File: src/dtvs_pkg.sv
// Shared constants, codes and control types of the discrete table variate sampler.
package dtvs_pkg;

  localparam int ENTRIES_DEF    = 16;
  localparam int VALUE_BITS_DEF = 32;
  localparam int FRAC_BITS_DEF  = 16;

  localparam int OP_W     = 2;
  localparam int IDX_W    = 4;
  localparam int STATUS_W = 2;
  localparam int COUNT_W  = 5;
  localparam int CFG_AW   = 3;
  localparam int CFG_DW   = 32;

  localparam logic [COUNT_W-1:0] COUNT_RESET = 5'd1;
  localparam logic CFG_IDX_ENTRY_COUNT = 1'b0;

  localparam logic [OP_W-1:0] OP_LOAD   = 2'd0;
  localparam logic [OP_W-1:0] OP_SAMPLE = 2'd1;
  localparam logic [OP_W-1:0] OP_CDF    = 2'd2;

  localparam logic [STATUS_W-1:0] ST_OK     = 2'd0;
  localparam logic [STATUS_W-1:0] ST_REJECT = 2'd1;
  localparam logic [STATUS_W-1:0] ST_ZERO   = 2'd2;

  // Control that travels with a wave along the cell row.
  typedef struct packed {
    logic valid;
    logic walk;   // 0: sum pass, 1: sample walk pass
  } wave_ctl_t;

  // Start request to the shared multiply/divide unit.
  typedef struct packed {
    logic start;
    logic div;    // 0: scale multiply, 1: cdf division
  } md_ctl_t;

endpackage

File: src/dtvs_muldiv.sv
// Shared bit-serial unit: scale multiply for sampling and restoring division for the cdf.
module dtvs_muldiv #(
  parameter int FRAC_BITS = dtvs_pkg::FRAC_BITS_DEF,
  parameter int ACC_BITS  = FRAC_BITS + 4
) (
  input  logic                 clk,
  input  logic                 rst_n,
  input  dtvs_pkg::md_ctl_t    ctl,
  input  logic [FRAC_BITS-1:0] frac,
  input  logic [ACC_BITS-1:0]  num,
  input  logic [ACC_BITS-1:0]  den,
  output logic                 done,
  output logic [ACC_BITS-1:0]  prod,
  output logic [FRAC_BITS:0]   quot
);

  localparam int AW    = FRAC_BITS + ACC_BITS;
  localparam int CNT_W = $clog2(FRAC_BITS + 2);

  logic             busy_r, busy_nxt;
  logic             div_r, div_nxt;
  logic             first_r, first_nxt;
  logic             done_r, done_nxt;
  logic [CNT_W-1:0] cnt_r, cnt_nxt;
  logic [AW-1:0]    a_r, a_nxt;
  logic [FRAC_BITS:0] b_r, b_nxt;
  logic [ACC_BITS-1:0] t_r, t_nxt;
  logic [AW-1:0]    sh;
  logic [AW-1:0]    t_ext;

  assign t_ext = AW'(t_r);
  assign sh    = first_r ? a_r : (a_r << 1);

  always_comb begin
    busy_nxt  = busy_r;
    div_nxt   = div_r;
    first_nxt = first_r;
    done_nxt  = 1'b0;
    cnt_nxt   = cnt_r;
    a_nxt     = a_r;
    b_nxt     = b_r;
    t_nxt     = t_r;
    if (ctl.start) begin
      busy_nxt  = 1'b1;
      div_nxt   = ctl.div;
      first_nxt = 1'b1;
      t_nxt     = den;
      if (ctl.div) begin
        a_nxt   = AW'(num);
        b_nxt   = '0;
        cnt_nxt = CNT_W'(FRAC_BITS + 1);
      end else begin
        a_nxt   = '0;
        b_nxt   = {1'b0, frac};
        cnt_nxt = CNT_W'(FRAC_BITS);
      end
    end else if (busy_r) begin
      first_nxt = 1'b0;
      cnt_nxt   = cnt_r - 1'b1;
      if (div_r) begin
        if (sh >= t_ext) begin
          a_nxt = sh - t_ext;
          b_nxt = {b_r[FRAC_BITS-1:0], 1'b1};
        end else begin
          a_nxt = sh;
          b_nxt = {b_r[FRAC_BITS-1:0], 1'b0};
        end
      end else begin
        // MSB first: shift the product, add the total for each set fraction bit
        a_nxt = (a_r << 1) + (b_r[FRAC_BITS-1] ? t_ext : '0);
        b_nxt = b_r << 1;
      end
      if (cnt_r == CNT_W'(1)) begin
        busy_nxt = 1'b0;
        done_nxt = 1'b1;
      end
    end
  end

  always_ff @(posedge clk) begin
    if (!rst_n) begin
      busy_r <= 1'b0;
      done_r <= 1'b0;
      cnt_r  <= '0;
    end else begin
      busy_r <= busy_nxt;
      done_r <= done_nxt;
      cnt_r  <= cnt_nxt;
    end
  end

  always_ff @(posedge clk) begin
    div_r   <= div_nxt;
    first_r <= first_nxt;
    a_r     <= a_nxt;
    b_r     <= b_nxt;
    t_r     <= t_nxt;
  end

  assign done = done_r;
  assign prod = a_r[AW-1:FRAC_BITS];
  assign quot = b_r;

endmodule

File: config.mk
export PLATFORM = sky130hd
export DESIGN_NAME = dtvs_muldiv
export DESIGN_NICKNAME = d
export VERILOG_FILES = /design/src/dtvs_pkg.sv /design/src/dtvs_muldiv.sv
export SDC_FILE = /design/constraint.sdc
export NUM_CORES = 1
export LEC_CHECK = 0
export BUFFER_PORTS_ARGS = -buffer_cell sky130_fd_sc_hd__buf_2
export CAP_MARGIN = 20
export CELL_PAD_IN_SITES_DETAIL_PLACEMENT = 2
export CELL_PAD_IN_SITES_GLOBAL_PLACEMENT = 2
export CORE_ASPECT_RATIO = 0.5
export CORE_MARGIN = 2
export CORE_UTILIZATION = 32
export DETAILED_ROUTE_END_ITERATION = 6
export GPL_ROUTABILITY_DRIVEN = 0
export PLACE_DENSITY_LB_ADDON = 0.1
export SYNTH_ARGS = -nofsm -noshare
export SYNTH_HDL_FRONTEND = slang
export SYNTH_SLANG_ARGS = --single-unit
File: constraint.sdc
create_clock -name clk -period 4.4 [get_ports clk]
set_input_delay 0.88 -clock clk [delete_from_list [all_inputs] [get_ports clk]]
set_output_delay 0.88 -clock clk [all_outputs]
set_load 0.01 [all_outputs]
Yosys cells after proc, flatten, opt, wreduce, memory -nomap -nowiden

Index checks and enable logic that the tools add are counted.
Widths: inputs -> output; s select.

Register bits: 82
Input port bits: 60

$add $sub $neg: 3
Magnitude comparators: 1
Equality and inequality tests: 1
Muxes and demuxes: 19
Bitwise gates (word level): 2
Reduce and logical (&&, ||, !) cells: 2

Operators with widths:

| kind                | count |
|---|---|
| $mux 36             | 5 |
| $mux 20             | 2 |
| $add 36x20->36      | 1 |
| $ge 36x20->1        | 1 |
| $sub 36x20->36      | 1 |
| $mux 17             | 2 |
| $mux 16             | 1 |
| $mux 5              | 2 |
| $mux 1              | 7 |
| $eq 5x1->1 const B  | 1 |
| $sub 5x1->5 const B | 1 |
| $reduce_or 3->1     | 1 |
| $not 1->1           | 2 |
| $reduce_bool 2->1   | 1 |

Logic depth before layout (Yosys ltp)

Gate-level depths: netlist of the first run.

Depth after elaboration: 6
Depth in mapped cells: 18
Depth with buffers taken out: 12

Least setup slack after synthesis of the first run

OpenSTA, ideal clock, no wires.

Path type: reg-to-reg
From: register first_r
To: register a_r[29], data pin
Library setup time: 0.273 ns
Data arrival time: 4.397 ns
Data required time: 4.127 ns
Setup slack: -0.271 ns
Stages on the path, launching flop included: 18
Period minus slack after synthesis: 4.671 ns
Cells stage by stage: dfxtp_1 > clkbuf_1 > clkbuf_1 > buf_1 > clkbuf_1 > nand2_1 > ha_1 > fa_1 > and2b_1 > o31ai_1 > a21oi_2 > o21bai_2 > nor3b_4 > or4_4 > buf_6 > a2111oi_0 > o221a_1 > a211oi_2

Word-level cells in the longest chain between the ends: 6
Elaborated cells between the ends (all ways): 7
Classes of those cells: 1 x add/sub; 1 x order compare; 5 x mux

Ends and longest elaborated chain:

| item                                           | line                                 | text |
|---|---|---|
| from (decl)                                    | dtvs_muldiv.sv:22                    | `logic first_r, first_nxt;` |
| from (signal assigned)                         | dtvs_muldiv.sv:94                    | `first_r <= first_nxt;` |
| $mux 36 *                                      | dtvs_muldiv.sv:32                    | `assign sh = first_r ? a_r : (a_r << 1);` |
| $sub 36x20->36 or $ge 36x20->1 (tied branches) | dtvs_muldiv.sv:62, dtvs_muldiv.sv:61 |  |
| $mux 36 *                                      | dtvs_muldiv.sv:61                    | `if (sh >= t_ext) begin` |
| $mux 36 *                                      | dtvs_muldiv.sv:60                    | `if (div_r) begin` |
| $mux 36 *                                      | dtvs_muldiv.sv:57                    | `end else if (busy_r) begin` |
| $mux 36 *                                      | dtvs_muldiv.sv:43                    | `if (ctl.start) begin` |
| to (signal assigned)                           | dtvs_muldiv.sv:95                    | `a_r <= a_nxt;` |
| to (decl)                                      | dtvs_muldiv.sv:25                    | `logic [AW-1:0] a_r, a_nxt;` |

Every way passes the cells marked *; elsewhere a longest branch is shown, timed or not. The select of a mux whose other input is x is not followed.
A chain may end at the register's enable or synchronous reset.

Worst setup path after layout of the first run

Ends and elaborated chain as after synthesis.

==> results.cfg, run 1 <==
[finish]
mostFrequentLayoutCells = buf_2, nand2_1, edfxtp_1, o21ai_0, inv_1
area_growth_pct = 14.3
diodes = 0
layout.cells.most_common = buf_2
final_nets = 988
postLayoutCellArea_um2 = 8170
layout-drive-gt1-share_pct = 19.4
nFillCells = 2481
final_cells = 1190
final_util_pct = 37.5

[timing]
grt_setup_unrepaired = no
finalClockSkew_ns = 0.0103
slew_headroom_pct = 40.7
post-route-min-period_ns = 4.05
tightestPinTransition_ns = 0.889
timing.fmax_mhz = 247
final.period_utilization_pct = 92.0
setup_ws_ns = 0.354
setup_tns_ns = 0
setup_viol = 0
maxSlewViolCount = 0
hold_viol_final = 0

[cts]
clockRootBuffer = clkbuf_16
clock_latency_ns = 0.37
path_clk_slew_ns = 0.07
cts-buffers-inserted = 9
cts_sinks = 82
clockBufferDepth = 2
cts-resized-gates = 0
cts_setup_buffers = 0
tritoncts = yes
htreeDepth = 3
postCtsHoldBufs = 0

[placement]
place_hpwl_mm = 18.9
post_dp_cell_area_um2 = 7880
pre_cts_slack_ns = 0.357
dp_cells = 1174
portBuffers = 97

[hold_path]
hp-class = flip-flop to flip-flop

[worst_setup_path]
endpoint = a_r[29]
worst-path-max-fanout = 16
start_kind = flip-flop
crit-reg2reg-launch = first_r
rr_worst_depth = 12
rr_endpoint = a_r[29]
cp_slowest_cell = or4_4
required_ns = 4.51
cp.arrival_ns = 4.15
cp-startpoint = first_r
cp-end-kind = flip-flop
path_class = flip-flop to flip-flop
max_stage_delay_ns = 0.64
r2r_setup_slack_ns = 0.35
crit_chain = buf_4 -> mux2_2 -> ha_1 -> and4_4 -> nand2_1 -> nand4b_1 -> nand3_2 -> nor3b_4 -> or4_4 -> a2111oi_0 -> o221a_1 -> a211oi_2

[synth]
avgSynthCellArea_um2 = 8.74
synth_nets = 921
synth_top_area_share_pct = 31.1
netlist_area_um2 = 7150
ys.flop_type = edfxtp_1
synth_seq_cells = 82
ys_seq_area_share_pct = 33.3
synth-edff-count = 74
yosysUniqueCellTypes = 75
yosysWarningCount = 0
synth_area_leader_cell = edfxtp_1
ys_async_sr_fraction_pct = 0
syn-instance-count = 818
synth_area_leaders = edfxtp_1, ha_1, o21ai_0, nand2_1, xor2_1

[grt]
overflow = 0
grt_max_degree = 43
track_usage_pct = 21.8
antenna_found_initial = 0
grt_pass1_vias = 6926
grt_pass1_wl_mm = 39.3

[routing]
drt_pre_antenna_iters = 6
drt.antenna.violating_nets = 0
drt-total-wl_mm = 24.7
wl_per_cell_um = 20.8
avgViaCountPerCell = 5.38
drcViolationCount = 0
first_iter_violations = 254
vias = 6399

[floorplan]
die_x_um = 215
io_pins = 98
die_area_um2 = 23600
initial_core_util_pct = 32.8
rows = 38
coreArea_um2 = 21800
die_h_um = 110

[power]
ir_drop_mv = 0.193
p_per_area_nw_per_um2 = 425
p_leak_nw = 3.42

[outcome]
status = complete, no violations

[run]
max-cap-violations = 0
-- kinds of logic (layout without fill, tap and decap cells) --
family / Yosys count / count (layout) / share of synthesized area [%]
xor+xnor: 61 / 61 / 7.47
simple gates: 256 / 256 / 18.4
buf+inv: 119 / 191 / 7.58
flops: 82 / 82 / 33.3
mux: 36 / 36 / 5.41
fa+ha+maj: 43 / 43 / 7.73
compound gates: 221 / 221 / 20.1
-- synthesized netlist by cell type (all sizes together), types with 9 or more instances --
library cell,n
nand4,9
nand2,80
inv,53
o21ai,68
nand2b,11
mux2,21
nor3,14
and2,21
a21oi,44
buf,37
nor2,42
ha,41
nand3,18
xor2,33
and3,13
clkbuf,28
a211oi,17
mux2i,15
edfxtp,74
a21o,17
nor2b,15
xnor2,28
-- power breakdown --
group          total, mW  internal, mW  switching [mW]  leakage, nW
Sequential          1.12         0.985           0.138        0.828
Clock              0.799         0.444           0.355        0.136
Combinational       1.56         0.655           0.900         2.46
Total               3.48          2.08            1.39         3.42
-- area by class of cell --
| cell class | count | area [um2] | area share (%) |
|---|---|---|---|
| clock inverters | 5 | 62.6 | 0.765 |
| flip-flops and latches | 82 | 2380 | 29.2 |
| multi-input cells | 617 | 4230 | 51.7 |
| well taps | 300 | 375 | 4.59 |
| repair buffers | 121 | 691 | 8.45 |
| clock buffers | 11 | 233 | 2.85 |
| inverters | 54 | 203 | 2.48 |
-- worst max-delay path: cells and delay by family, from the launching register on --
family | cells | cell delay, ns
simple gates | 6 | 1.41
compound gates | 3 | 0.74
buf+inv | 1 | 0.27
flops | 1 | 0.58
mux | 1 | 0.36
fa+ha+maj | 1 | 0.43
-- sequential cells by signal, indices dropped and copies added, names as in the netlist --
name / count
busy_r: 1
first_r: 1
div_r: 1
t_r: 20
a_r: 36
cnt_r: 5
done: 1
quot: 17
-- metal layers --
metal | vias up | global-route usage [%] | wire length, um
met1 | 3175 | 28.4 | 11700
met3 | 22 | 4.84 | 1190
met2 | 118 | 37.4 | 11400
met5 | - | 0 | 0
met4 | 0 | 5.07 | 335
li1 | 3084 | - | -
-- stage by stage --
step                      total power [mW]  hold slack, ns
after floorplan                       2.23           0.484
after global placement                2.65           0.502
after detailed placement              2.69           0.505
after CTS                             3.53           0.514
after global routing                  3.75           0.568
final                                 3.48           0.511
-- worst min-delay path by stage --
stage / depth (start not counted) / slack (ns) / end / start
2_1_floorplan: 2 / 0.48 / cnt_r[1] / cnt_r[1]
3_3_place_gp: 2 / 0.50 / cnt_r[1] / cnt_r[1]
3_5_place_dp: 2 / 0.50 / cnt_r[1] / cnt_r[1]
4_1_cts: 2 / 0.51 / cnt_r[1] / cnt_r[1]
5_1_grt: 2 / 0.57 / cnt_r[1] / cnt_r[1]
6_report: 2 / 0.51 / cnt_r[1] / cnt_r[1]
Note: power is estimated with default switching activity, not from simulation.
==> run 2, diff against run 1 <==
--- a/config.mk
+++ b/config.mk
@@ -9,7 +9,7 @@
 export CAP_MARGIN = 20
 export CELL_PAD_IN_SITES_DETAIL_PLACEMENT = 2
 export CELL_PAD_IN_SITES_GLOBAL_PLACEMENT = 2
-export CORE_ASPECT_RATIO = 0.5
+export CORE_ASPECT_RATIO = 0.6
 export CORE_MARGIN = 2
 export CORE_UTILIZATION = 32
 export DETAILED_ROUTE_END_ITERATION = 6
==> results.cfg, run 2 (synthesis results as in run 1) <==
[outcome]
status = complete, no violations

[floorplan]
initial_core_util_pct = 32.6
io_pins = 98
rows = 42
coreArea_um2 = 22000
die_h_um = 120
die_x_um = 197
die_area_um2 = 23600

[routing]
vias = 6416
drcViolationCount = 0
drt_pre_antenna_iters = 4
first_iter_violations = 324
avgViaCountPerCell = 5.47
drt-total-wl_mm = 25.8
wl_per_cell_um = 22.0
drt.antenna.violating_nets = 0

[grt]
use_met1_pct = 34.7
grt_pass1_wl_mm = 41.0
gr-usage-met3_pct = 3.88
antenna_found_initial = 0
overflow = 0
track_usage_pct = 22.7
grt-busiest-layer = met1
grt_pass1_vias = 6903
grt_max_degree = 33
use_met2_pct = 33.2

[cts]
clock_latency_ns = 0.37
path_clk_slew_ns = 0.07
cts_sinks = 82
cts-buffers-inserted = 9
htreeDepth = 3
clockBufferDepth = 2
clockRootBuffer = clkbuf_16
cts_setup_buffers = 0
tritoncts = yes

[timing]
grt_setup_unrepaired = no
tightestPinTransition_ns = 0.774
maxSlewViolCount = 0
slew_headroom_pct = 48.4
setup_viol = 0
timing.fmax_mhz = 247
final.period_utilization_pct = 91.9
hold_viol_final = 0
post-route-min-period_ns = 4.04
finalClockSkew_ns = 0.00764
setup_tns_ns = 0

[finish]
largest_reg_flops = 36
layout-drive-gt1-share_pct = 19.0
area_growth_pct = 13.1
postLayoutCellArea_um2 = 8090
final_nets = 983
final_util_pct = 36.8
mostFrequentLayoutCells = buf_2, nand2_1, edfxtp_1, o21ai_0, inv_1
layout.cells.most_common = buf_2
regMostFlops = a_r
final_cells = 1172

[power]
p_per_area_nw_per_um2 = 428
clock_power_share_pct = 21.4
ir_drop_mv = 0.206
intPower_mw = 2.02
p_seq_share_pct = 32.8
comb_power_share_pct = 45.8
power.switching_mw = 1.44
p_leak_nw = 3.38
p_total_mw = 3.46
switching_share_pct = 41.6

[placement]
place_hpwl_mm = 19.9
post_dp_cell_area_um2 = 7810
dp_cells = 1155
portBuffers = 97

[worst_setup_path]
crit_chain = mux2i_1 -> inv_1 -> ha_1 -> nand2b_1 -> a21oi_1 -> o2111ai_1 -> nand4_1 -> a41oi_1 -> nor2_1 -> a2111oi_1 -> buf_4 -> xor2_1 -> a211oi_1
worst-path-max-fanout = 22
cp-end-kind = flip-flop
start_kind = flip-flop
path_class = flip-flop to flip-flop
max_stage_delay_ns = 0.58
required_ns = 4.58
cp_slowest_cell = dfxtp_4
cp.arrival_ns = 4.23
path_delay_family = compound AO/OA/AOI/OAI gates
crit_buf_inv = 2

[run]
max-cap-violations = 0

[hold_path]
hp-class = flip-flop to flip-flop
[run 2: what timing repair did]
item                                    4_1_cts  5_1_grt
endpoints found under the setup margin        0        2
gates resized for setup                       0        2
hold buffers                                  0        0
[run 2: cell type report]
cell class / instances / area [um2]
fillers: 2475 / 13900
multi-input cells: 617 / 4230
flip-flops and latches: 82 / 2390
repair buffers: 116 / 641
well taps: 286 / 358
clock buffers: 11 / 233
inverters: 54 / 203
clock inverters: 5 / 40.0
diodes: 1 / 2.50
[run 2: metal layers]
| layer | vias up | share of wire [%] |
|---|---|---|
| met1 | 3214 | 55 |
| met5 | - | 0 |
| met4 | 0 | 0.92 |
| met2 | 112 | 41 |
| li1 | 3076 | - |
| met3 | 14 | 3.6 |
[run 2: worst paths after layout]
kind	slack [ns]	to	depth (start not counted)	from
worst max-delay path	0.36	a_r[31]	13	first_r
worst min-delay path	0.54	cnt_r[1]	2	cnt_r[1]
worst max register to register	0.36	a_r[31]	13	first_r
worst min register to register	0.54	cnt_r[1]	2	cnt_r[1]
[run 2: worst min-delay path, cell delays in order (launching register included)]
cell and delay, ns:
dfxtp_1 0.33, nor2_1 0.11, a211oi_1 0.05
[run 2: metrics by stage]
step / setup slack [ns] / hold slack, ns
after CTS: 0.0729 / 0.543
after global placement: 0.252 / 0.493
final: 0.359 / 0.537
after floorplan: 0.0943 / 0.484
after global routing: 0.118 / 0.576
after detailed placement: 0.0963 / 0.534
[run 2: power groups by stage]
| stage | Sequential (mW) | Clock [mW] | Combinational, mW |
|---|---|---|---|
| floorplan | 1.07 | 0 | 1.16 |
| global placement | 1.14 | 0 | 1.51 |
| detailed placement | 1.15 | 0 | 1.56 |
| CTS | 1.13 | 0.765 | 1.57 |
| global route | 1.15 | 0.789 | 1.75 |
| finish | 1.14 | 0.742 | 1.58 |
