<file path="config.mk">
export PLATFORM = sky130hd
export DESIGN_NAME = dtvs_cell
export DESIGN_NICKNAME = d
export VERILOG_FILES = /design/src/dtvs_pkg.sv /design/src/dtvs_cell.sv
export SDC_FILE = /design/constraint.sdc
export NUM_CORES = 1
export LEC_CHECK = 0
export ABC_AREA = 1
export ABC_CLOCK_PERIOD_IN_PS = 6220
export BUFFER_PORTS_ARGS = -buffer_cell sky130_fd_sc_hd__clkbuf_2
export CAP_MARGIN = 40
export CORE_MARGIN = 2
export CORE_UTILIZATION = 46
export DETAILED_ROUTE_END_ITERATION = 8
export GPL_ROUTABILITY_DRIVEN = 0
export GPL_TIMING_DRIVEN = 0
export PLACE_DENSITY = 0.81
export SLEW_MARGIN = 15
export SYNTH_ARGS = -nofsm -noshare
export SYNTH_HDL_FRONTEND = slang
export SYNTH_SLANG_ARGS = --single-unit
</file>
<file path="constraint.sdc">
create_clock -name clk -period 6.22 [get_ports clk]
set_input_delay 0.622 -clock clk [delete_from_list [all_inputs] [get_ports clk]]
set_output_delay 0.622 -clock clk [all_outputs]
set_load 0.005 [all_outputs]
</file>
<file path="src/dtvs_pkg.sv">
// Shared constants, codes and control types of the discrete table variate sampler.
package dtvs_pkg;

  localparam int ENTRIES_DEF    = 16;
  localparam int VALUE_BITS_DEF = 32;
  localparam int FRAC_BITS_DEF  = 16;

  localparam int OP_W     = 2;
  localparam int IDX_W    = 4;
  localparam int STATUS_W = 2;
  localparam int COUNT_W  = 5;
  localparam int CFG_AW   = 3;
  localparam int CFG_DW   = 32;

  localparam logic [COUNT_W-1:0] COUNT_RESET = 5'd1;
  localparam logic CFG_IDX_ENTRY_COUNT = 1'b0;

  localparam logic [OP_W-1:0] OP_LOAD   = 2'd0;
  localparam logic [OP_W-1:0] OP_SAMPLE = 2'd1;
  localparam logic [OP_W-1:0] OP_CDF    = 2'd2;

  localparam logic [STATUS_W-1:0] ST_OK     = 2'd0;
  localparam logic [STATUS_W-1:0] ST_REJECT = 2'd1;
  localparam logic [STATUS_W-1:0] ST_ZERO   = 2'd2;

  // Control that travels with a wave along the cell row.
  typedef struct packed {
    logic valid;
    logic walk;   // 0: sum pass, 1: sample walk pass
  } wave_ctl_t;

  // Start request to the shared multiply/divide unit.
  typedef struct packed {
    logic start;
    logic div;    // 0: scale multiply, 1: cdf division
  } md_ctl_t;

endpackage

</file>
<file path="src/dtvs_cell.sv">
// One table slot of the sampler: holds a (value, weight) pair and advances the wave by one cell.
module dtvs_cell #(
  parameter int CELL_ID    = 0,
  parameter int VALUE_BITS = dtvs_pkg::VALUE_BITS_DEF,
  parameter int FRAC_BITS  = dtvs_pkg::FRAC_BITS_DEF,
  parameter int ACC_BITS   = FRAC_BITS + 4,
  parameter int SEL_BITS   = dtvs_pkg::IDX_W
) (
  input  logic                  clk,
  input  logic                  rst_n,
  input  logic                  active,
  input  logic                  ld_en,
  input  logic [SEL_BITS-1:0]   ld_idx,
  input  logic [VALUE_BITS-1:0] ld_value,
  input  logic [FRAC_BITS-1:0]  ld_weight,
  input  logic [VALUE_BITS-1:0] left_value,
  input  logic [VALUE_BITS-1:0] right_value,
  input  logic [VALUE_BITS-1:0] query,
  input  dtvs_pkg::wave_ctl_t   ctl_in,
  input  logic [ACC_BITS-1:0]   acc_in,
  input  logic [ACC_BITS-1:0]   csum_in,
  input  logic                  found_in,
  input  logic [VALUE_BITS-1:0] val_in,
  output logic [VALUE_BITS-1:0] value,
  output logic                  ld_ok,
  output dtvs_pkg::wave_ctl_t   ctl_out,
  output logic [ACC_BITS-1:0]   acc_out,
  output logic [ACC_BITS-1:0]   csum_out,
  output logic                  found_out,
  output logic [VALUE_BITS-1:0] val_out
);

  logic [VALUE_BITS-1:0] value_r;
  logic [FRAC_BITS-1:0]  weight_r;
  dtvs_pkg::wave_ctl_t   ctl_r;
  logic [ACC_BITS-1:0]   acc_r, acc_nxt;
  logic [ACC_BITS-1:0]   csum_r, csum_nxt;
  logic                  found_r, found_nxt;
  logic [VALUE_BITS-1:0] val_r, val_nxt;
  logic [ACC_BITS-1:0]   w_ext;

  assign w_ext = ACC_BITS'(weight_r);

  // Strictly increasing check against both neighbors; an empty slot above imposes no bound.
  assign ld_ok = ld_en && (ld_idx == SEL_BITS'(CELL_ID)) && (ld_value > left_value) &&
                 ((right_value == '0) || (ld_value < right_value));

  always_comb begin
    acc_nxt   = acc_in;
    csum_nxt  = csum_in;
    found_nxt = found_in;
    val_nxt   = val_in;
    if (ctl_in.walk) begin
      if (active && !found_in) begin
        if (acc_in < w_ext) begin
          found_nxt = 1'b1;
          val_nxt   = value_r;
        end else begin
          acc_nxt = acc_in - w_ext;
        end
      end
    end else if (active) begin
      acc_nxt = acc_in + w_ext;
      if (value_r <= query) begin
        csum_nxt = csum_in + w_ext;
      end
    end
  end

  always_ff @(posedge clk) begin
    if (!rst_n) begin
      value_r  <= '0;
      weight_r <= '0;
      ctl_r    <= '0;
    end else begin
      ctl_r <= ctl_in;
      if (ld_ok) begin
        value_r  <= ld_value;
        weight_r <= ld_weight;
      end
    end
  end

  always_ff @(posedge clk) begin
    acc_r   <= acc_nxt;
    csum_r  <= csum_nxt;
    found_r <= found_nxt;
    val_r   <= val_nxt;
  end

  assign value     = value_r;
  assign ctl_out   = ctl_r;
  assign acc_out   = acc_r;
  assign csum_out  = csum_r;
  assign found_out = found_r;
  assign val_out   = val_r;

endmodule

</file>
---- Word level (Yosys, flattened, before mapping) ----
Cells that the tools add are included.
word-level totals
  word-level logic and storage cells ...... 36
  bits in registers ....................... 123
  input port bits ......................... 227
operators by class
  $add $sub $neg .......................... 3
  reductions and logical operators ........ 8
  $lt $le $gt $ge ......................... 4
  multiplexer cells ....................... 13
operators by type and width
  kind               number
  $mux 20            7
  $mux 32            3
  $add 20x16->20     2
  $gt 32x32->1       1
  $le 32x32->1       1
  $logic_not 32->1   1
  $lt 32x32->1       1
  $lt 20x16->1       1
  $sub 20x16->20     1
  $logic_and 1x1->1  4
  $logic_not 4->1    1
  $mux 1             3
  $logic_not 1->1    1
  $logic_or 1x1->1   1

---- Logic depth before layout (Yosys ltp) ----
Gate-level depths: netlist of run 1.
  word-level depth ........................ 4
  mapped depth ............................ 18
  mapped depth without buffers ............ 18

---- Least setup slack after synthesis of run 1 ----
Ideal clock, no wire load.
  path type ............................... input -> output
  from .................................... in right_value[31]
  to ...................................... out ld_ok
  required time ........................... 5.598 ns
  slack ................................... 3.529 ns
  arrival time ............................ 2.069 ns
  path buffers ............................ 2
  stages .................................. 12
  cells stage by stage .................... inv_1 ha_1 nand2_1 nor4_2 inv_1 nor2_1 nand2_1 nand2_1 nand2_1 buf_6 buf_6 and2_1
on the way
  cells in the longest elaborated chain, start to end .. 3
  elaborated cells on any way between the ends .. 4
ends and longest elaborated chain
  element                                                  RTL line         text
  start, declared                                          dtvs_cell.sv:17  input logic [VALUE_BITS-1:0] right_value,
  $lt 32x32->1 / $logic_not 32->1 (equally long branches)  dtvs_cell.sv:46  ((right_value == '0) || (ld_value < right_value));
  $logic_or 1x1->1 *                                       dtvs_cell.sv:46
  $logic_and 1x1->1 *                                      dtvs_cell.sv:45  assign ld_ok = ld_en && (ld_idx == SEL_BITS'(CELL_ID)) && (ld_value > left_value) &&
  end, declared                                            dtvs_cell.sv:25  output logic ld_ok,
Mark *: on every way between the ends. The rest lies on a longest branch, timed or not.

---- Final worst setup path of run 1 ----
  from .................................... in ld_value[31]
  to ...................................... out ld_ok
on the way
  cells in the longest elaborated chain, start to end .. 3
  elaborated cells on any way between the ends .. 5
ends and longest elaborated chain
  element                                                       RTL line                          text
  start, declared                                               dtvs_cell.sv:14                   input logic [VALUE_BITS-1:0] ld_value,
  $gt 32x32->1 / $lt 32x32->1 (equally long branches)           dtvs_cell.sv:45, dtvs_cell.sv:46
  $logic_and 1x1->1 / $logic_or 1x1->1 (equally long branches)  dtvs_cell.sv:45, dtvs_cell.sv:46
  $logic_and 1x1->1 *                                           dtvs_cell.sv:45
Marked as above.

==> results of run 1 <==
[sequential cells by signal, indices dropped and copies added (netlist names)]
signal	count
acc_out	20
csum_out	20
ctl_out	2
found_out	1
val_out	32
value	32
weight_r	16
[cells in the mapped netlist, types with 11 or more instances]
master,n,area share (%)
ha_1,143,17
nand3_1,91,4.4
o21ai_0,55,2.7
inv_1,281,10
nand4_1,19,1.1
o21ai_2,24,2.0
a21oi_1,154,7.5
nor2_1,138,5.0
o21ai_1,26,1.3
buf_2,22,1.1
xor2_1,26,2.2
dfxtp_1,123,24
nor3_1,11,0.53
buf_6,12,1.3
nand2_1,332,12
[logic make-up after synthesis]
group,Yosys count,share of synthesized area (%)
AND/OR/NAND/NOR,608,24.3
buffers and inverters,341,13.9
AO/OA/AOI/OAI,305,17.2
adder cells (fa/ha/maj),146,17.9
flip-flops,123,23.8
XOR/XNOR,34,2.88
[power breakdown]
part           leakage, nW  internal (mW)  switching [mW]
sequential            1.02          0.826          0.0135
combinational         5.95          0.213           0.301
clock                0.282          0.607           0.390
[area by class of cell]
cell class              count  area, um^2  area share [%]
flip-flops and latches    123        2460            19.0
well taps                 280         350            2.71
clock buffers              20         457            3.53
clock inverters            11         121           0.939
repair buffers            331        1660            12.8
multi-input cells        1093        6440            49.8
plain buffers              55         360            2.79
inverters                 286        1080            8.36
[routing by layer]
metal | track usage, % | share of wire, % | wire, um
met5 | 0 | 0.13 | 44
met2 | 51.4 | 50 | 17000
met3 | 5.83 | 7.4 | 2500
met1 | 31.3 | 38 | 13000
met4 | 13.6 | 4.4 | 1480
[critical path, stage by stage]
cell and delay [ns]:
clkbuf_2 0.12, ha_1 0.30, nand2_1 0.06, nor2_1 0.14, nand4_1 0.17, nor2_1 0.25, nand2_1 0.13, a21oi_4 0.30
buf_4 0.26, buf_4 0.19, and2_1 0.14, clkbuf_2 0.12
[path summary, 6_finish.rpt]
check | cells after the start | slack [ns] | start | to
worst max-delay path | 12 | 2.79 | ld_value[31] | ld_ok
worst min-delay path | 3 | 0.38 | ctl_in[1] | ctl_out[1]
worst max register to register | 11 | 3.53 | weight_r[1] | acc_out[15]
worst min register to register | 2 | 0.52 | value[26] | val_out[26]
[metrics by stage]
stage	power (mW)	setup slack [ns]	hold WS [ns]	cells	utilization, %
2_1_floorplan	1.15	3.53	0.479	1557	-
3_3_place_gp	1.35	2.81	0.495	2168	56.3
3_5_place_dp	1.36	2.79	0.508	2168	56.3
4_1_cts	2.36	2.78	0.381	2199	58.9
5_1_grt	2.46	2.60	0.388	2199	58.9
6_report	2.35	2.79	0.383	2199	58.9
==> flow_summary_export.csv, run 1 <==
group,metric,value,unit
sta,relSlewSlack,50.4,%
yosys,synth_edf_count,0,
cells_and_area,nets,2280,
grt,first_global_vias,11108,
yosys,ys_seq_area_share,23.8,%
grt,grtUsageTotal,28.2,%
cells_and_area,drive_gt1_share,23.7,%
sta,rsz0062_at_grt,"false",
yosys,syn_area,10300,um^2
sta,report.final.slew_viol_count,0,
sta,hold_viol,0,
yosys,synthArstFlopShare,0,%
critical_path,start_kind,"primary input",
power,vdd_ir_drop_max,136,uV
grt,grt_max_degree,17,
clock_network,cts.sinks,123,
sta,worst_pin_slew,0.744,ns
route,ant_nets,0,
yosys,synth_nets,1930,
yosys,ys_warn_count,0,
yosys,yosys_register_bits,123,
grt,grt_pass1_wl,53900,um
sta,fin_crit_sh,55.2,%
power,p_leak,7.25,nW
sta,fin_crit,3.43,ns
sta,setup_viol_count_final,0,
cells_and_area,most-common-layout-cells,"clkbuf_2 (333), nand2_1 (332), inv_1 (281)",
die,fp.coreArea,22000,um^2
die,die_x,154,um
clock_network,cts.clk_slew.worst_paths,0.06,ns
sta,fin_skew,0.00854,ns
clock_network,cts_setup_buffers,0,
clock_network,cts_tree,"yes",
yosys,synthFlopType,"dfxtp_1",
sta,setup_tns,0,ns
yosys,syn_inst,1557,
worst_hold_path,holdCritPathClass,"in2reg",
critical_path,cp-end-kind,"output pin",
route,drc,0,
cells_and_area,final_common_cell,"clkbuf_2",
cells_and_area,syn2layout_area_growth,25.0,%
critical_path,critical_path_class,"in2out",
placed_design,postPlaceCellArea,12400,um^2
grt,grt-ovfl-total,0,
route,firstDrtPassIters,6,
placed_design,hpwl,28300,um
grt,antenna_found_initial,3,
flow_run,drv_cap,0,
clock_network,cts-root-buf,"clkbuf_16",
route,drtIter0Drc,638,
die,rows,54,
clock_network,cts_hold_buf,0,
die,die_h,154,um
cells_and_area,n_fill_cell,2048,
route,via_count,11418,
route,wl_per_cell,15.4,um
placed_design,port-buffer-count,331,
clock_network,cts.path.max_buffers,2,
route,routed_wl,34000,um
route,via_per_inst,5.19,
die,initial_utilization,47.1,%
yosys,syn_avg_cell_area,6.64,um^2
outcome,outcome,"finished, final reports clean",
clock_network,numCtsBuffers,17,
clock_network,h-tree-depth,4,
clock_network,cts_resized,0,
critical_path,worstPathArrival,2.81,ns
critical_path,cp_max_fo,10,
power,power_density,182,nW/um^2
cells_and_area,fin_area,12900,um^2
yosys,synth_cell_type_count,46,
cells_and_area,antenna_cells,0,
die,num_io_pins,335,
sta,max_freq,291,MHz
critical_path,cp_data_required_time,5.60,ns
die,dieArea,23700,um^2
clock_network,clock_latency,0.42,ns
Power figures use the tool's default switching activity.
==> run 2: changes to the inputs <==
--- a/config.mk
+++ b/config.mk
@@ -6,7 +6,7 @@
 export NUM_CORES = 1
 export LEC_CHECK = 0
 export ABC_AREA = 1
-export ABC_CLOCK_PERIOD_IN_PS = 6220
+export ABC_CLOCK_PERIOD_IN_PS = 2800
 export BUFFER_PORTS_ARGS = -buffer_cell sky130_fd_sc_hd__clkbuf_2
 export CAP_MARGIN = 40
 export CORE_MARGIN = 2
@@ -14,7 +14,7 @@
 export DETAILED_ROUTE_END_ITERATION = 8
 export GPL_ROUTABILITY_DRIVEN = 0
 export GPL_TIMING_DRIVEN = 0
-export PLACE_DENSITY = 0.81
+export PLACE_DENSITY = 0.84
 export SLEW_MARGIN = 15
 export SYNTH_ARGS = -nofsm -noshare
 export SYNTH_HDL_FRONTEND = slang
==> constraint.sdc (replaced) <==
create_clock -name clk -period 2.8 [get_ports clk]
set_input_delay 0.28 -clock clk [delete_from_list [all_inputs] [get_ports clk]]
set_output_delay 0.28 -clock clk [all_outputs]
set_load 0.005 [all_outputs]
==> flow_summary_export.csv, run 2 (synthesis results as in run 1) <==
group,metric,value,unit
die,initial_utilization,47.1,%
route,via_per_inst,5.17,
grt,grt_pass1_wl,53500,um
route,wl_per_cell,15.5,um
power,power,5.04,mW
placed_design,port-buffer-count,331,
sta,max_freq,369,MHz
die,die_x,154,um
cells_and_area,n_fill_cell,2061,
cells_and_area,drive_gt1_share,23.6,%
worst_hold_path,holdCritPathClass,"in2reg",
sta,fin_crit_sh,96.7,%
sta,report.final.slew_viol_count,0,
sta,setup_viol_count_final,0,
clock_network,cts.sinks,123,
placed_design,dp_slack,0.00865,ns
power,switching_share,31.2,%
placed_design,postPlaceCellArea,12400,um^2
route,routed_wl,34100,um
critical_path,reg2reg_slack,0.20,ns
cells_and_area,seq_area,2460,um^2
outcome,outcome,"finished, final reports clean",
route,top_layer,"met5",
clock_network,cts_tree,"yes",
clock_network,numCtsBuffers,17,
critical_path,slowest_delay,0.31,ns
route,wl_met1,13400,um
worst_hold_path,min_from,"ctl_in[1]",
power,power.switching,1.57,mW
route,wl_met2,16400,um
power,p_seq_share,37.1,%
power,combPwrFrac,22.6,%
sta,fin_crit,2.71,ns
cells_and_area,syn2layout_area_growth,24.7,%
critical_path,start_kind,"primary input",
sta,hold_viol,0,
die,fp.coreArea,22000,um^2
power,p_leak,7.22,nW
cells_and_area,most-common-layout-cells,"clkbuf_2 (333), nand2_1 (332), inv_1 (281)",
die,num_io_pins,335,
critical_path,timing.rr.end,"acc_out[2]",
clock_network,cts.path.max_buffers,2,
cells_and_area,multi_input_area,6460,um^2
sta,setup_tns,0,ns
sta,fin_skew,0.0128,ns
cells_and_area,fin_util,58.8,%
worst_hold_path,hold_depth,3,
grt,grt_max_degree,17,
critical_path,crit_chain,"clkbuf_2, ha_1, nand2_1, nor2_1, nand4_1, nor2_1, nand2_1, a21oi_4, buf_4, buf_4, and2_1, clkbuf_2",
power,p_clk_share,40.3,%
route,wl_met3,2380,um
clock_network,clock_latency,0.42,ns
grt,first_global_vias,11114,
clock_network,cts.clk_slew.worst_paths,0.06,ns
critical_path,crit_slowest_cell,"ha_1",
clock_network,cts_hold_buf,0,
clock_network,cts-root-buf,"clkbuf_16",
cells_and_area,fin_area,12900,um^2
critical_path,cp-end-kind,"output pin",
critical_path,critical_path_class,"in2out",
power,intPower,3.46,mW
grt,grt-ovfl-total,0,
sta,worst_pin_slew,0.741,ns
critical_path,r2r_start,"weight_r[11]",
route,drc,0,
critical_path,worstPathArrival,2.43,ns
die,rows,54,
grt,grtUsageTotal,28.0,%
clock_network,h-tree-depth,4,
flow_run,drv_cap,0,
route,ant_nets,0,
sta,worst_slack,0.0934,ns
route,via_count,11392,
critical_path,cp_max_fo,10,
route,drtIter0Drc,570,
sta,relSlewSlack,50.6,%
power,vdd_ir_drop_max,305,uV
die,die_h,154,um
critical_path,cp_data_required_time,2.52,ns
critical_path,rr_worst_depth,14,
cells_and_area,nets,2281,
cells_and_area,final_common_cell,"clkbuf_2",
die,dieArea,23700,um^2
placed_design,hpwl,28200,um
sta,rsz0062_at_grt,"false",
worst_hold_path,hold_path_end,"ctl_out[1]",
power,power_density,390,nW/um^2
grt,antenna_found_initial,3,
route,firstDrtPassIters,5,
-- run 2: cell types whose count changed in the layout (fill, tap and decap cells not counted), sizes merged, moves of 2 or more --
cell / delta
clkinvlp: +3
clkbuf: +2
diode: +2
clkinv: -4
bufinv: -2
-- run 2: through the flow --
stage,cells,hold slack (ns)
2_1_floorplan,1557,0.373
3_3_place_gp,2168,0.481
3_5_place_dp,2168,0.488
4_1_cts,2200,0.0511
5_1_grt,2201,0.0573
6_report,2202,0.0573
-- run 2: worst max path at each step --
stage | start | endpoint | slack, ns
after floorplan | weight_r[0] | val_out[10] | 0.77
after global placement | ld_value[31] | ld_ok | 0.06
after detailed placement | ld_value[31] | ld_ok | 0.009
after CTS | ld_value[31] | ld_ok | 0.13
after global routing | right_value[31] | ld_ok | 0.02
final | ld_value[31] | ld_ok | 0.09
-- run 2: cell type report --
cell class	instances	area share, %
clock buffer	22	3.52
sequential	123	19.1
multi-input combinational	1093	50.0
inverter	286	8.38
timing repair buffer	332	12.9
antenna	2	0.0388
clock inverter	9	0.533
buffer	55	2.79
tap	280	2.72
-- run 2: worst max-delay path: cells and delay by family --
family / cells / cell delay, ns
compound gates: 1 / 0.20
buf+inv: 4 / 0.65
fa+ha+maj: 1 / 0.31
simple gates: 6 / 0.99
-- run 2: what timing repair did --
action | CTS | global route
hold endpoints to repair | 0 | 0
setup endpoints to repair | 1 | 2
setup buffers | 1 | 0
gates resized for setup | 0 | 2
pin swaps | 1 | 0
-- run 2: per-layer routing --
metal / vias to the layer above / GRT usage (%)
met5: - / 0
met4: 2 / 15.4
met3: 120 / 5.47
met2: 505 / 50.5
met1: 5075 / 30.8
li1: 5690 / -
-- run 2: power by group through the flow --
stage          clock network (mW)  registers (mW)  logic, mW
2_1_floorplan                   0            1.91      0.654
3_3_place_gp                    0            1.90       1.08
3_5_place_dp                    0            1.91       1.12
4_1_cts                      2.04            1.87       1.13
5_1_grt                      2.12            1.87       1.27
6_report                     2.03            1.87       1.14
==> run 3: changes to the inputs <==
--- a/config.mk
+++ b/config.mk
@@ -15,6 +15,7 @@
 export GPL_ROUTABILITY_DRIVEN = 0
 export GPL_TIMING_DRIVEN = 0
 export PLACE_DENSITY = 0.84
+export RECOVER_POWER = 50
 export SLEW_MARGIN = 15
 export SYNTH_ARGS = -nofsm -noshare
 export SYNTH_HDL_FRONTEND = slang
==> flow_summary_export.csv, run 3 (synthesis results as in run 1) <==
group,metric,value,unit
placed_design,numPlacedInstances,2168,
grt,grtUsageTotal,28.0,%
clock_network,cts.sinks,123,
placed_design,port-buffer-count,331,
route,via_count,11347,
clock_network,cts-root-buf,"clkbuf_16",
route,wl_met2,16500,um
critical_path,worstPathArrival,2.41,ns
power,power_density,392,nW/um^2
route,firstDrtPassIters,7,
sta,setup_viol_count_final,0,
critical_path,cp_max_fo,10,
critical_path,cp-end-kind,"output pin",
flow_run,drv_cap,0,
grt,grt_pass1_wl,53500,um
sta,max_freq,371,MHz
clock_network,cts_tree,"yes",
sta,fin_crit_sh,96.1,%
sta,rsz0062_at_grt,"false",
clock_network,cts.clk_slew.worst_paths,0.06,ns
die,fp.coreArea,22000,um^2
critical_path,reg2reg_slack,0.20,ns
sta,relSlewSlack,52.4,%
critical_path,critical_path_class,"in2out",
route,wl_per_cell,15.5,um
sta,worst_pin_slew,0.714,ns
worst_hold_path,holdCritPathClass,"in2reg",
route,routed_wl,34100,um
sta,hold_viol,0,
cells_and_area,final_common_cell,"nand2_1",
clock_network,cts_hold_buf,0,
route,top_layer,"met5",
sta,fin_skew,0.0123,ns
power,vdd_ir_drop_max,307,uV
die,dieArea,23700,um^2
die,rows,54,
grt,first_global_vias,11114,
power,p_leak,7.04,nW
grt,antenna_found_initial,3,
route,drtIter0Drc,549,
cells_and_area,fin_util,58.4,%
cells_and_area,drive_gt1_share,20.7,%
outcome,outcome,"finished, final reports clean",
grt,grt_max_degree,17,
sta,setup_tns,0,ns
cells_and_area,final_cells,2202,
route,wl_met3,2500,um
cells_and_area,most-common-layout-cells,"nand2_1 (332), inv_1 (281), clkbuf_2 (279)",
cells_and_area,nets,2281,
route,ant_nets,0,
clock_network,h-tree-depth,4,
grt,grt-ovfl-total,0,
route,drc,0,
clock_network,clock_latency,0.42,ns
sta,report.final.slew_viol_count,0,
die,die_x,154,um
die,initial_utilization,47.1,%
sta,fin_crit,2.69,ns
route,wl_met1,13300,um
critical_path,cp_data_required_time,2.52,ns
cells_and_area,syn2layout_area_growth,24.0,%
die,num_io_pins,335,
sta,holdWs,0.0574,ns
clock_network,cts.path.max_buffers,2,
placed_design,hpwl,28200,um
clock_network,numCtsBuffers,17,
critical_path,start_kind,"primary input",
route,via_per_inst,5.15,
die,die_h,154,um
## run 3: cell types whose count changed in the layout (fill, tap and decap cells not counted)
cell      change
clkbuf_1     +54
clkbuf_2     -54
buf_1         +2
buf_4         -1
buf_2         -1
## run 3: where the power goes
group	total, mW	switching (mW)	leakage [nW]	internal, mW
logic	1.13	0.665	5.78	0.465
clock network	2.03	0.879	0.239	1.15
registers	1.87	0.0307	1.02	1.84
total	5.03	1.57	7.04	3.45
## run 3: critical path: stages
cell      delay [ns]
clkbuf_2        0.12
ha_1            0.31
nand2_1         0.08
nor2_1          0.16
nand4_1         0.19
nor2_1          0.25
nand2_1         0.13
a21oi_4         0.20
buf_4           0.22
buf_4           0.19
and2_1          0.16
clkbuf_2        0.12
## run 3: final cells by class
class / count / area [um^2]
well taps: 280 / 350
inverters: 286 / 1080
diodes: 2 / 5.00
fillers: 2093 / 9130
clock inverters: 9 / 68.8
plain buffers: 55 / 359
clock buffers: 22 / 454
repair buffers: 332 / 1590
flip-flops and latches: 123 / 2460
multi-input cells: 1093 / 6460
## run 3: per-layer routing
layer,GRT usage (%),vias up
met5,0,-
met4,15.4,2
met3,5.47,113
met2,50.5,499
met1,30.8,5040
li1,-,5693
## run 3: path summary, 6_finish.rpt
path,start,endpoint,depth (start not counted)
setup / recovery,ld_value[31],ld_ok,12
hold / removal,ctl_in[1],ctl_out[1],3
setup reg to reg,weight_r[5],val_out[25],15
hold reg to reg,value[23],val_out[23],2
## run 3: metrics by stage
stage	power [mW]	instance area (um^2)	setup WS [ns]
6_report	5.03	12800	0.108
2_1_floorplan	2.56	10300	0.774
4_1_cts	5.04	12900	0.126
3_3_place_gp	2.98	12400	0.0552
3_5_place_dp	3.03	12400	0.00865
5_1_grt	5.26	12800	0.0177
## run 3: what timing repair did
action	in CTS	in global routing
pin swaps	1	0
gates resized for setup	0	2
hold endpoints to repair	0	0
buffers inserted	1	0
setup endpoints to repair	1	2
